==> src/rtl/core/iubt_pkg.sv <==
`timescale 1ns / 1ps
package iubt_pkg;
  localparam int unsigned MAX_INTERVALS = 256;
  localparam int unsigned IDX_W = $clog2(MAX_INTERVALS);
  localparam int unsigned CNT_W = IDX_W + 1;
  localparam int unsigned TS_W = 64;
  localparam int unsigned Q_DEPTH = 2;

  typedef struct packed {
    logic [TS_W-1:0] interval_start;
    logic [TS_W-1:0] interval_end;
    logic            last_interval;
  } item_t;

  typedef struct packed {
    logic [TS_W-1:0] busy_len;
    logic [TS_W-1:0] span_len;
    logic [TS_W-1:0] idle_len;
    logic            dropped_flag;
  } result_t;

  // Classified item handed from the front part to the back part.
  typedef struct packed {
    logic [TS_W-1:0] interval_start;
    logic [TS_W-1:0] interval_end;
    logic            last_interval;
    logic            empty_iv;
  } cmd_t;
endpackage

==> src/rtl/core/iubt_if.sv <==
`timescale 1ns / 1ps
interface iubt_item_if;
  import iubt_pkg::*;
  logic  valid;
  logic  ready;
  item_t data;
  modport source (output valid, output data, input ready);
  modport sink (input valid, input data, output ready);
endinterface


==> src/rtl/core/iubt_front.sv <==
`timescale 1ns / 1ps
module iubt_front import iubt_pkg::*; (
  input  logic        clk,
  input  logic        rst,
  iubt_item_if.sink   in_ch,
  output logic        q_valid,
  output cmd_t        q_data,
  input  logic        q_pop
);
  cmd_t               mem [Q_DEPTH];
  logic [0:0]         wp, rp;
  logic [1:0]         cnt;
  logic               push;

  assign in_ch.ready = (cnt != 2'(Q_DEPTH));
  assign push = in_ch.valid && in_ch.ready;
  assign q_valid = (cnt != 2'd0);
  assign q_data = mem[rp];

  always_ff @(posedge clk) begin
    if (push) begin
      mem[wp] <= '{interval_start: in_ch.data.interval_start,
                   interval_end: in_ch.data.interval_end,
                   last_interval: in_ch.data.last_interval,
                   empty_iv: in_ch.data.interval_end <= in_ch.data.interval_start};
    end
    if (rst) begin
      wp <= '0;
      rp <= '0;
      cnt <= '0;
    end else begin
      if (push) wp <= wp + 1'b1;
      if (q_pop) rp <= rp + 1'b1;
      cnt <= cnt + 2'(push) - 2'(q_pop);
    end
  end
endmodule

==> src/flat_wrapper.sv <==
// flat-port wrapper written by rule: the top's interface ports become plain ports
module iubt_front_flat import iubt_pkg::*;
  (clk, rst, q_valid, q_data, q_pop, in_ch_valid, in_ch_data, in_ch_ready);
  iubt_item_if in_ch_i ();
  input  logic clk;
  input  logic rst;
  output logic q_valid;
  output cmd_t q_data;
  input  logic q_pop;
  input wire logic [$bits(in_ch_i.valid)-1:0] in_ch_valid;
  input wire logic [$bits(in_ch_i.data)-1:0] in_ch_data;
  output wire logic [$bits(in_ch_i.ready)-1:0] in_ch_ready;
  assign in_ch_i.valid = in_ch_valid;
  assign in_ch_i.data = in_ch_data;
  assign in_ch_ready = in_ch_i.ready;
  iubt_front u_core (.clk(clk), .rst(rst), .in_ch(in_ch_i), .q_valid(q_valid), .q_data(q_data), .q_pop(q_pop));
endmodule
==> config.mk <==
export PLATFORM = sky130hd
export DESIGN_NAME = iubt_front_flat
export DESIGN_NICKNAME = d
export VERILOG_FILES = /design/src/rtl/core/iubt_pkg.sv /design/src/rtl/core/iubt_if.sv /design/src/rtl/core/iubt_front.sv /design/src/flat_wrapper.sv
export SDC_FILE = /design/constraint.sdc
export NUM_CORES = 1
export LEC_CHECK = 0
export BUFFER_PORTS_ARGS = -buffer_cell sky130_fd_sc_hd__buf_2
export CORE_MARGIN = 2
export CORE_UTILIZATION = 40
export DETAILED_ROUTE_END_ITERATION = 10
export GPL_TIMING_DRIVEN = 1
export PLACE_DENSITY = 0.64
export SLEW_MARGIN = 0
export SYNTH_ARGS = -nofsm -noshare
export SYNTH_HDL_FRONTEND = slang
export SYNTH_SLANG_ARGS = --single-unit
==> constraint.sdc <==
create_clock -name clk -period 19.7 [get_ports clk]
set_input_delay 2.955 -clock clk [delete_from_list [all_inputs] [get_ports clk]]
set_output_delay 2.955 -clock clk [all_outputs]
set_load 0.01 [all_outputs]
# == Yosys cells after proc, flatten, opt, wreduce, memory -nomap -nowiden ==
# Memories as Yosys holds them, arrays and structs flattened. A register that Yosys moved wholly into a read port is not among the register bits.
# Cells that the tools add are included.
# classes
n_addsub,4
order_cmp,1
n_eq_ne,1
mux,4
reduce_logical,2
# ops
operator,n
<= comparator 64 bit,1
2-to-1 mux 1 bit,4
"adder 1 bit, second input constant",2
adder 2 x 1 -> 2 bit,1
"inequality test 2 bit, second input constant",1
nonzero test 2 bit,1
subtractor 2 x 1 -> 2 bit,1
logical AND 1 bit,1
# totals
register_bits,4
ramBits,260
in_bits,133
output_inout_bits,132
word_cells,16
memories,1
# memory_table
name,words,width,read_ports,rd_ports_with_merged_regs,write_ports,line,source
u_core.mem,2,130,1,1,1,iubt_front.sv:10,cmd_t mem [Q_DEPTH];

# == Depth between registers and ports, before layout ==
# Gate-level depths: netlist of the first run.
# depth
ltp_word,4
ltp_mapped,9
mapped_depth_nobuf,9

# == Worst setup path after synthesis of the first run ==
# No wires, ideal clock.
# synth_timing
path_kind,input to register
startpoint,input in_ch_valid
endpoint,"memory u_core.mem[0][0] (netlist bit), enable pin"
setup_time_ns,0.621
arrival_time_ns,8.445
required_ns,19.079
slack_ns,10.635
path_stages,2
n_path_buf,0
path_cell_list,nand2_1 nor2_1
# synth_between
elab_chain_cells,3
# synth_lines
item,line,source
start: declaration,flat_wrapper.sv:10,input wire logic [$bits(in_ch_i.valid)-1:0] in_ch_valid;
logical AND 1 bit,iubt_front.sv:16,assign push = in_ch.valid && in_ch.ready;
2-to-1 mux 1 bit,iubt_front.sv:21,if (push) begin
2-to-1 mux 1 bit (implied by the code),iubt_front.sv:22,"mem[wp] <= '{interval_start: in_ch.data.interval_start,"
end: declaration,iubt_front.sv:10,
# Every way passes these cells.

==> results.py, run 1 <==
metrics = {
    "floorplanning": {
        "start_util_pct": 40.4,
        "core_area_um2": 27700,
        "fp.dieArea_um2": 29400,
        "core.rowCount": 61,
        "die_w_um": 171,
        "die_h_um": 171,
        "ios": 265,
    },
    "global_route": {
        "grt_pass1_vias": 6451,
        "grt_pass1_wl_mm": 35.2,
        "overflow": 0,
        "grt_max_degree": 74,
        "grt_usage_pct": 15.4,
        "antenna_found_initial": 2,
    },
    "timing": {
        "hold_viol": 0,
        "worst_pin_slew_ns": 1.06,
        "rsz0062_at_grt": "false",
        "fin_tns_setup_ns": 0,
        "fin_skew_ns": 0.0125,
        "fmax_ghz": 0.167,
        "min_period_ns": 5.98,
        "fin_crit_sh_pct": 30.3,
        "setup_slack_ns": 13.72,
        "max_slew_margin_pct": 29.2,
        "finalSetupViolCount": 0,
        "slew_viol_final": 0,
    },
    "setup_path": {
        "setup.reg_to_reg.worst_slack_ns": 16.50,
        "critPathSlowestCell": "dfxtp_4",
        "cp_cell_sequence": "buf_4 -> mux2_2 -> buf_2",
        "max_stage_delay_ns": 0.92,
        "worst_r2r_path_depth": 6,
        "path_max_fanout": 69,
        "reg2reg_to": "u_core.mem[0][28]$_DFFE_PP_",
        "crit_type": "reg2out",
        "start_kind": "flop",
        "critPathCaptureType": "output port",
        "r2r_start": "u_core.cnt[0]$_SDFF_PP0_",
        "cp_data_required_time_ns": 16.75,
        "cp.arrival_ns": 3.02,
    },
    "power": {
        "intPower_uw": 1140,
        "p_seq_share_pct": 49.1,
        "p_comb_share_pct": 18.4,
        "p_leak_uw": 0.00554,
        "pwr-share-clk_pct": 32.5,
        "peakVddDrop_uv": 63.9,
        "powerDensity_nw_per_um2": 111,
        "report.power.total_uw": 1540,
        "swShare_pct": 25.7,
        "p_switching_uw": 395,
    },
    "finish": {
        "fin_nets": 1143,
        "stdcell_count": 1342,
        "area_delta_synth_final_pct": 23.6,
        "n_antenna_cell": 0,
        "layout-drive-gt1-share_pct": 46.0,
        "fin_util_pct": 50.0,
    },
    "clock_tree": {
        "cts_buffers": 29,
        "cts_max_level": 1,
        "clk_pin_slew_ns": 0.05,
        "clockRootBuffer": "clkbuf_16",
        "cts_setup_buffers": 0,
        "cts_hold_buffers": 0,
        "cts_resized": 0,
        "cts_tree": "done",
        "clock_latency_ns": 0.53,
        "clockBufferDepth": 3,
        "clock-sinks": 265,
    },
    "hold_path": {
        "holdPathStages": 2,
        "worstHoldPathType": "reg2reg",
        "hold_end": "u_core.rp$_SDFFE_PP0P_",
        "worstHoldStart": "u_core.rp$_SDFFE_PP0P_",
    },
    "yosys": {
        "yosys_most_used_dff": "edfxtp_1",
        "synthArstFlopShare_pct": 0,
        "ys_types": 37,
        "synth_top_area_cell": "edfxtp_1",
        "synth_top_area_share_pct": 69.7,
        "yosysMostFrequentCell": "edfxtp_1",
        "seq_area_frac_synth_pct": 70.6,
        "synth_area_um2": 11200,
        "ys_warn_count": 0,
        "synth_commonest_cells": "260 x edfxtp_1, 130 x mux2_2, 68 x inv_1",
        "synth-edff-count": 260,
        "ys_seq_elements": 265,
        "avgSynthCellArea_um2": 17.0,
        "syn_nets": 858,
        "synth_area_leaders": "edfxtp_1 70%, mux2_2 13%, ha_1 7.4%",
        "syn_inst": 659,
    },
    "drt": {
        "wire_per_inst_um": 17.5,
        "met1_length_mm": 10.1,
        "routed_via_density": 4.79,
        "drc": 0,
        "wl_met2_mm": 10.9,
        "drtAntennaViolNets": 0,
        "route.vias.total": 6430,
        "met3_length_mm": 2.04,
        "routed.top_layer": "met5",
        "routed_wl_mm": 23.4,
        "drt_iter0_drc": 263,
        "drt-pass1-iter-count": 4,
    },
    "place": {
        "placedCellCount": 1291,
        "gp_congestion": 0.722,
        "portBuffers": 264,
        "dp_hpwl_mm": 16.1,
        "place_ws_ns": 13.89,
    },
    "status": {
        "status": "complete, no violations",
    },
    "run": {
        "maxCapViolations": 0,
    },
}
==> logic make-up (layout without fill, tap and decap cells) <==
logic type / count (synthesis) / after routing / share of synthesized area, %
AOI/OAI and AO/OA: 50 / 50 / 2.63
xor gates and xnor gates: 4 / 4 / 0.313
adders and majority gates: 66 / 66 / 7.37
buffers and inverters: 82 / 387 / 2.86
DFF: 265 / 265 / 70.6
muxes: 130 / 130 / 13.1
and+or+nand+nor: 62 / 62 / 3.15
==> how the worst max path moves through the flow <==
| stage | cells after the start | slack [ns] | endpoint | startpoint |
|---|---|---|---|---|
| after global routing | 3 | 13.53 | q_data[93] | flop |
| after floorplan | 2 | 10.63 | u_core.mem[0][0]$_DFFE_PP_ | in_ch_valid |
| final | 3 | 13.72 | q_data[93] | flop |
| after global placement | 5 | 13.91 | u_core.mem[0][4]$_DFFE_PP_ | in_ch_valid |
| after CTS | 3 | 13.64 | q_data[93] | flop |
| after detailed placement | 5 | 13.89 | u_core.mem[0][90]$_DFFE_PP_ | in_ch_valid |
==> layout by cell type (no fill, tap or decap), types with 2 or more instances in the layout <==
cell type	count
edfxtp_1	260
bufinv_16	2
nand2_1	22
dfxtp_1	4
inv_1	68
o21ai_0	8
a211oi_1	3
ha_1	66
xor2_1	2
nor2b_1	3
a21o_1	3
nand4_1	10
xnor2_1	2
buf_4	4
mux2_2	130
o211ai_1	2
clkinvlp_4	2
buf_2	264
clkbuf_1	9
clkinv_2	2
nand3_1	4
a221oi_1	2
clkinv_1	7
a21oi_1	26
nor4_4	2
nor3_1	3
nor2_1	8
clkbuf_16	29
o21ai_1	2
==> stage by stage <==
step	hold slack, ns	instance area [um^2]
floorplan	0.480	11200
global placement	0.495	13000
detailed placement	0.534	13000
CTS	0.549	13800
global route	0.580	13800
finish	0.542	13800
==> worst max-delay path, delay by kind of cell (launching register included) <==
family / cells / cell delay (ns)
buf+inv: 2 / 1.00
flops: 1 / 0.92
mux: 1 / 0.42
==> final cells by class <==
| class | count | area (um^2) |
|---|---|---|
| repair buffers | 268 | 1350 |
| inverters | 68 | 255 |
| clock inverters | 13 | 111 |
| well taps | 378 | 473 |
| flip-flops and latches | 265 | 7910 |
| multi-input cells | 312 | 2980 |
| clock buffers | 38 | 759 |
| fillers | 2390 | 13900 |
==> layer usage <==
metal	global-route usage (%)	vias up
li1	-	3068
met1	19.7	3105
met2	25.4	220
met3	5.38	35
met4	3.13	2
met5	0	-
==> registers in the layout, summed over array words and instances, names as in the netlist, named ones only <==
| register | cells |
|---|---|
| u_core.mem | 260 |
| u_core.cnt | 2 |
| u_core.rp | 1 |
| u_core.wp | 1 |
==> power by group through the flow <==
stage                     Sequential [uW]  Combinational (uW)  Clock, uW
final                                 756                 283        500
after global routing                  764                 313        534
after floorplan                       772                 170          0
after detailed placement              768                 289          0
after CTS                             757                 291        513
after global placement                764                 287          0
(Power assumes the default switching activity.)
==> inputs of run 2 (changes only) <==
clock period = 5.9 ns   (was 19.7 ns; I/O delays follow)
==> results.py, run 2 (same netlist as run 1, synthesis figures left out) <==
metrics = {
    "clock_tree": {
        "cts_hold_buffers": 0,
        "cts_setup_buffers": 0,
        "cts_max_level": 1,
        "clockRootBuffer": "clkbuf_16",
        "clock_latency_ns": 0.54,
        "clock-sinks": 265,
        "clockBufferDepth": 3,
        "clk_pin_slew_ns": 0.06,
        "cts_tree": "done",
        "cts_resized": 0,
        "cts_buffers": 29,
    },
    "timing": {
        "hold_viol": 0,
        "slew_viol_final": 0,
        "fin_hold_ws_ns": 0.519,
        "fmax_ghz": 0.287,
        "max_slew_margin_pct": 44.1,
        "fin_crit_sh_pct": 59.0,
        "rsz0062_at_grt": "false",
        "setup_slack_ns": 2.42,
        "finalSetupViolCount": 0,
        "fin_tns_setup_ns": 0,
        "fin_skew_ns": 0.00545,
        "worst_pin_slew_ns": 0.837,
        "min_period_ns": 3.48,
    },
    "global_route": {
        "overflow": 0,
        "grt_usage_pct": 15.3,
        "grt_max_degree": 94,
        "antenna_found_initial": 3,
        "grt_pass1_vias": 6380,
        "grt_pass1_wl_mm": 34.6,
    },
    "setup_path": {
        "path_max_fanout": 50,
        "cp_data_required_time_ns": 5.02,
        "cp.arrival_ns": 2.60,
        "start_kind": "flop",
        "critPathCaptureType": "output port",
        "crit_type": "reg2out",
    },
    "place": {
        "portBuffers": 264,
        "place_ws_ns": 2.67,
        "gp_congestion": 0.751,
        "dp_hpwl_mm": 16.1,
        "placedCellCount": 1292,
    },
    "finish": {
        "reg_top3": "u_core.mem: 260 flops, u_core.cnt: 2 flops",
        "largest-register": "u_core.mem",
        "layout-drive-gt1-share_pct": 46.8,
        "largest_reg_flops": 260,
        "fin_nets": 1144,
        "area_delta_synth_final_pct": 24.7,
        "final_common_cell": "buf_2",
        "most-common-layout-cells": "264 x buf_2, 260 x edfxtp_1, 130 x mux2_2, 68 x inv_1, 66 x ha_1",
        "stdcell_count": 1348,
    },
    "floorplanning": {
        "core_area_um2": 27700,
        "die_h_um": 171,
        "core.rowCount": 61,
        "ios": 265,
        "start_util_pct": 40.4,
        "fp.dieArea_um2": 29400,
        "die_w_um": 171,
    },
    "drt": {
        "drt-pass1-iter-count": 4,
        "route.vias.total": 6391,
        "routed_via_density": 4.74,
        "routed_wl_mm": 23.2,
        "met3_length_mm": 2.13,
        "wl_met2_mm": 10.7,
        "drc": 0,
        "routed.top_layer": "met5",
        "met1_length_mm": 10.0,
        "drt_iter0_drc": 257,
        "drtAntennaViolNets": 0,
        "wire_per_inst_um": 17.2,
    },
    "hold_path": {
        "worstHoldPathType": "reg2reg",
    },
    "power": {
        "p_seq_share_pct": 47.8,
        "peakVddDrop_uv": 217,
        "report.power.total_uw": 5250,
        "swShare_pct": 25.3,
        "pwr-share-clk_pct": 33.9,
        "powerDensity_nw_per_um2": 376,
        "p_switching_uw": 1330,
        "intPower_uw": 3920,
        "p_comb_share_pct": 18.3,
        "p_leak_uw": 0.00561,
    },
    "status": {
        "status": "complete, no violations",
    },
    "run": {
        "maxCapViolations": 0,
    },
}
[run 2: cell count changes in the layout (fill, tap and decap cells not counted), sizes merged]
| cell | change |
|---|---|
| buf | +1 |
| bufinv | +1 |
| clkbuf | -1 |
| diode | +3 |
| clkinvlp | -1 |
| clkinv | +3 |
[run 2: power by group through the flow]
stage               combinational [uW]  clock (uW)  sequential, uW
finish                             960        1780            2510
global route                      1060        1900            2540
CTS                                988        1830            2520
floorplan                          570           0            2560
global placement                   977           0            2540
detailed placement                 982           0            2550
[run 2: worst paths after layout]
path,slack (ns),to,start,depth (start not counted)
setup / recovery,2.42,q_data[93],flop,3
hold / removal,0.52,u_core.rp$_SDFFE_PP0P_,u_core.rp$_SDFFE_PP0P_,2
setup reg to reg,3.63,u_core.mem[0][44]$_DFFE_PP_,u_core.cnt[0]$_SDFF_PP0_,5
hold reg to reg,0.52,u_core.rp$_SDFFE_PP0P_,u_core.rp$_SDFFE_PP0P_,2
[run 2: cell type report]
class	instances	area [um^2]
fillers	2419	13700
flip-flops and latches	265	7910
multi-input cells	312	2980
repair buffers	269	1380
clock buffers	37	806
well taps	378	473
inverters	68	255
clock inverters	16	150
diodes	3	7.51
[run 2: critical path, cell delays in order, from the launching register on]
cell and delay, ns:
dfxtp_4 0.80, buf_4 0.62, mux2_2 0.41, buf_2 0.15
[run 2: routing by layer]
metal,vias up,GRT usage (%)
met5,-,0
met1,3063,19.6
met2,206,24.9
met3,35,5.41
li1,3083,-
met4,4,3.61
[run 2: stage by stage]
stage / instance area, um^2 / util, %
final: 14000 / 50.4
after global placement: 13000 / 46.9
after global routing: 14000 / 50.4
after floorplan: 11200 / -
after detailed placement: 13000 / 46.9
after CTS: 14000 / 50.4
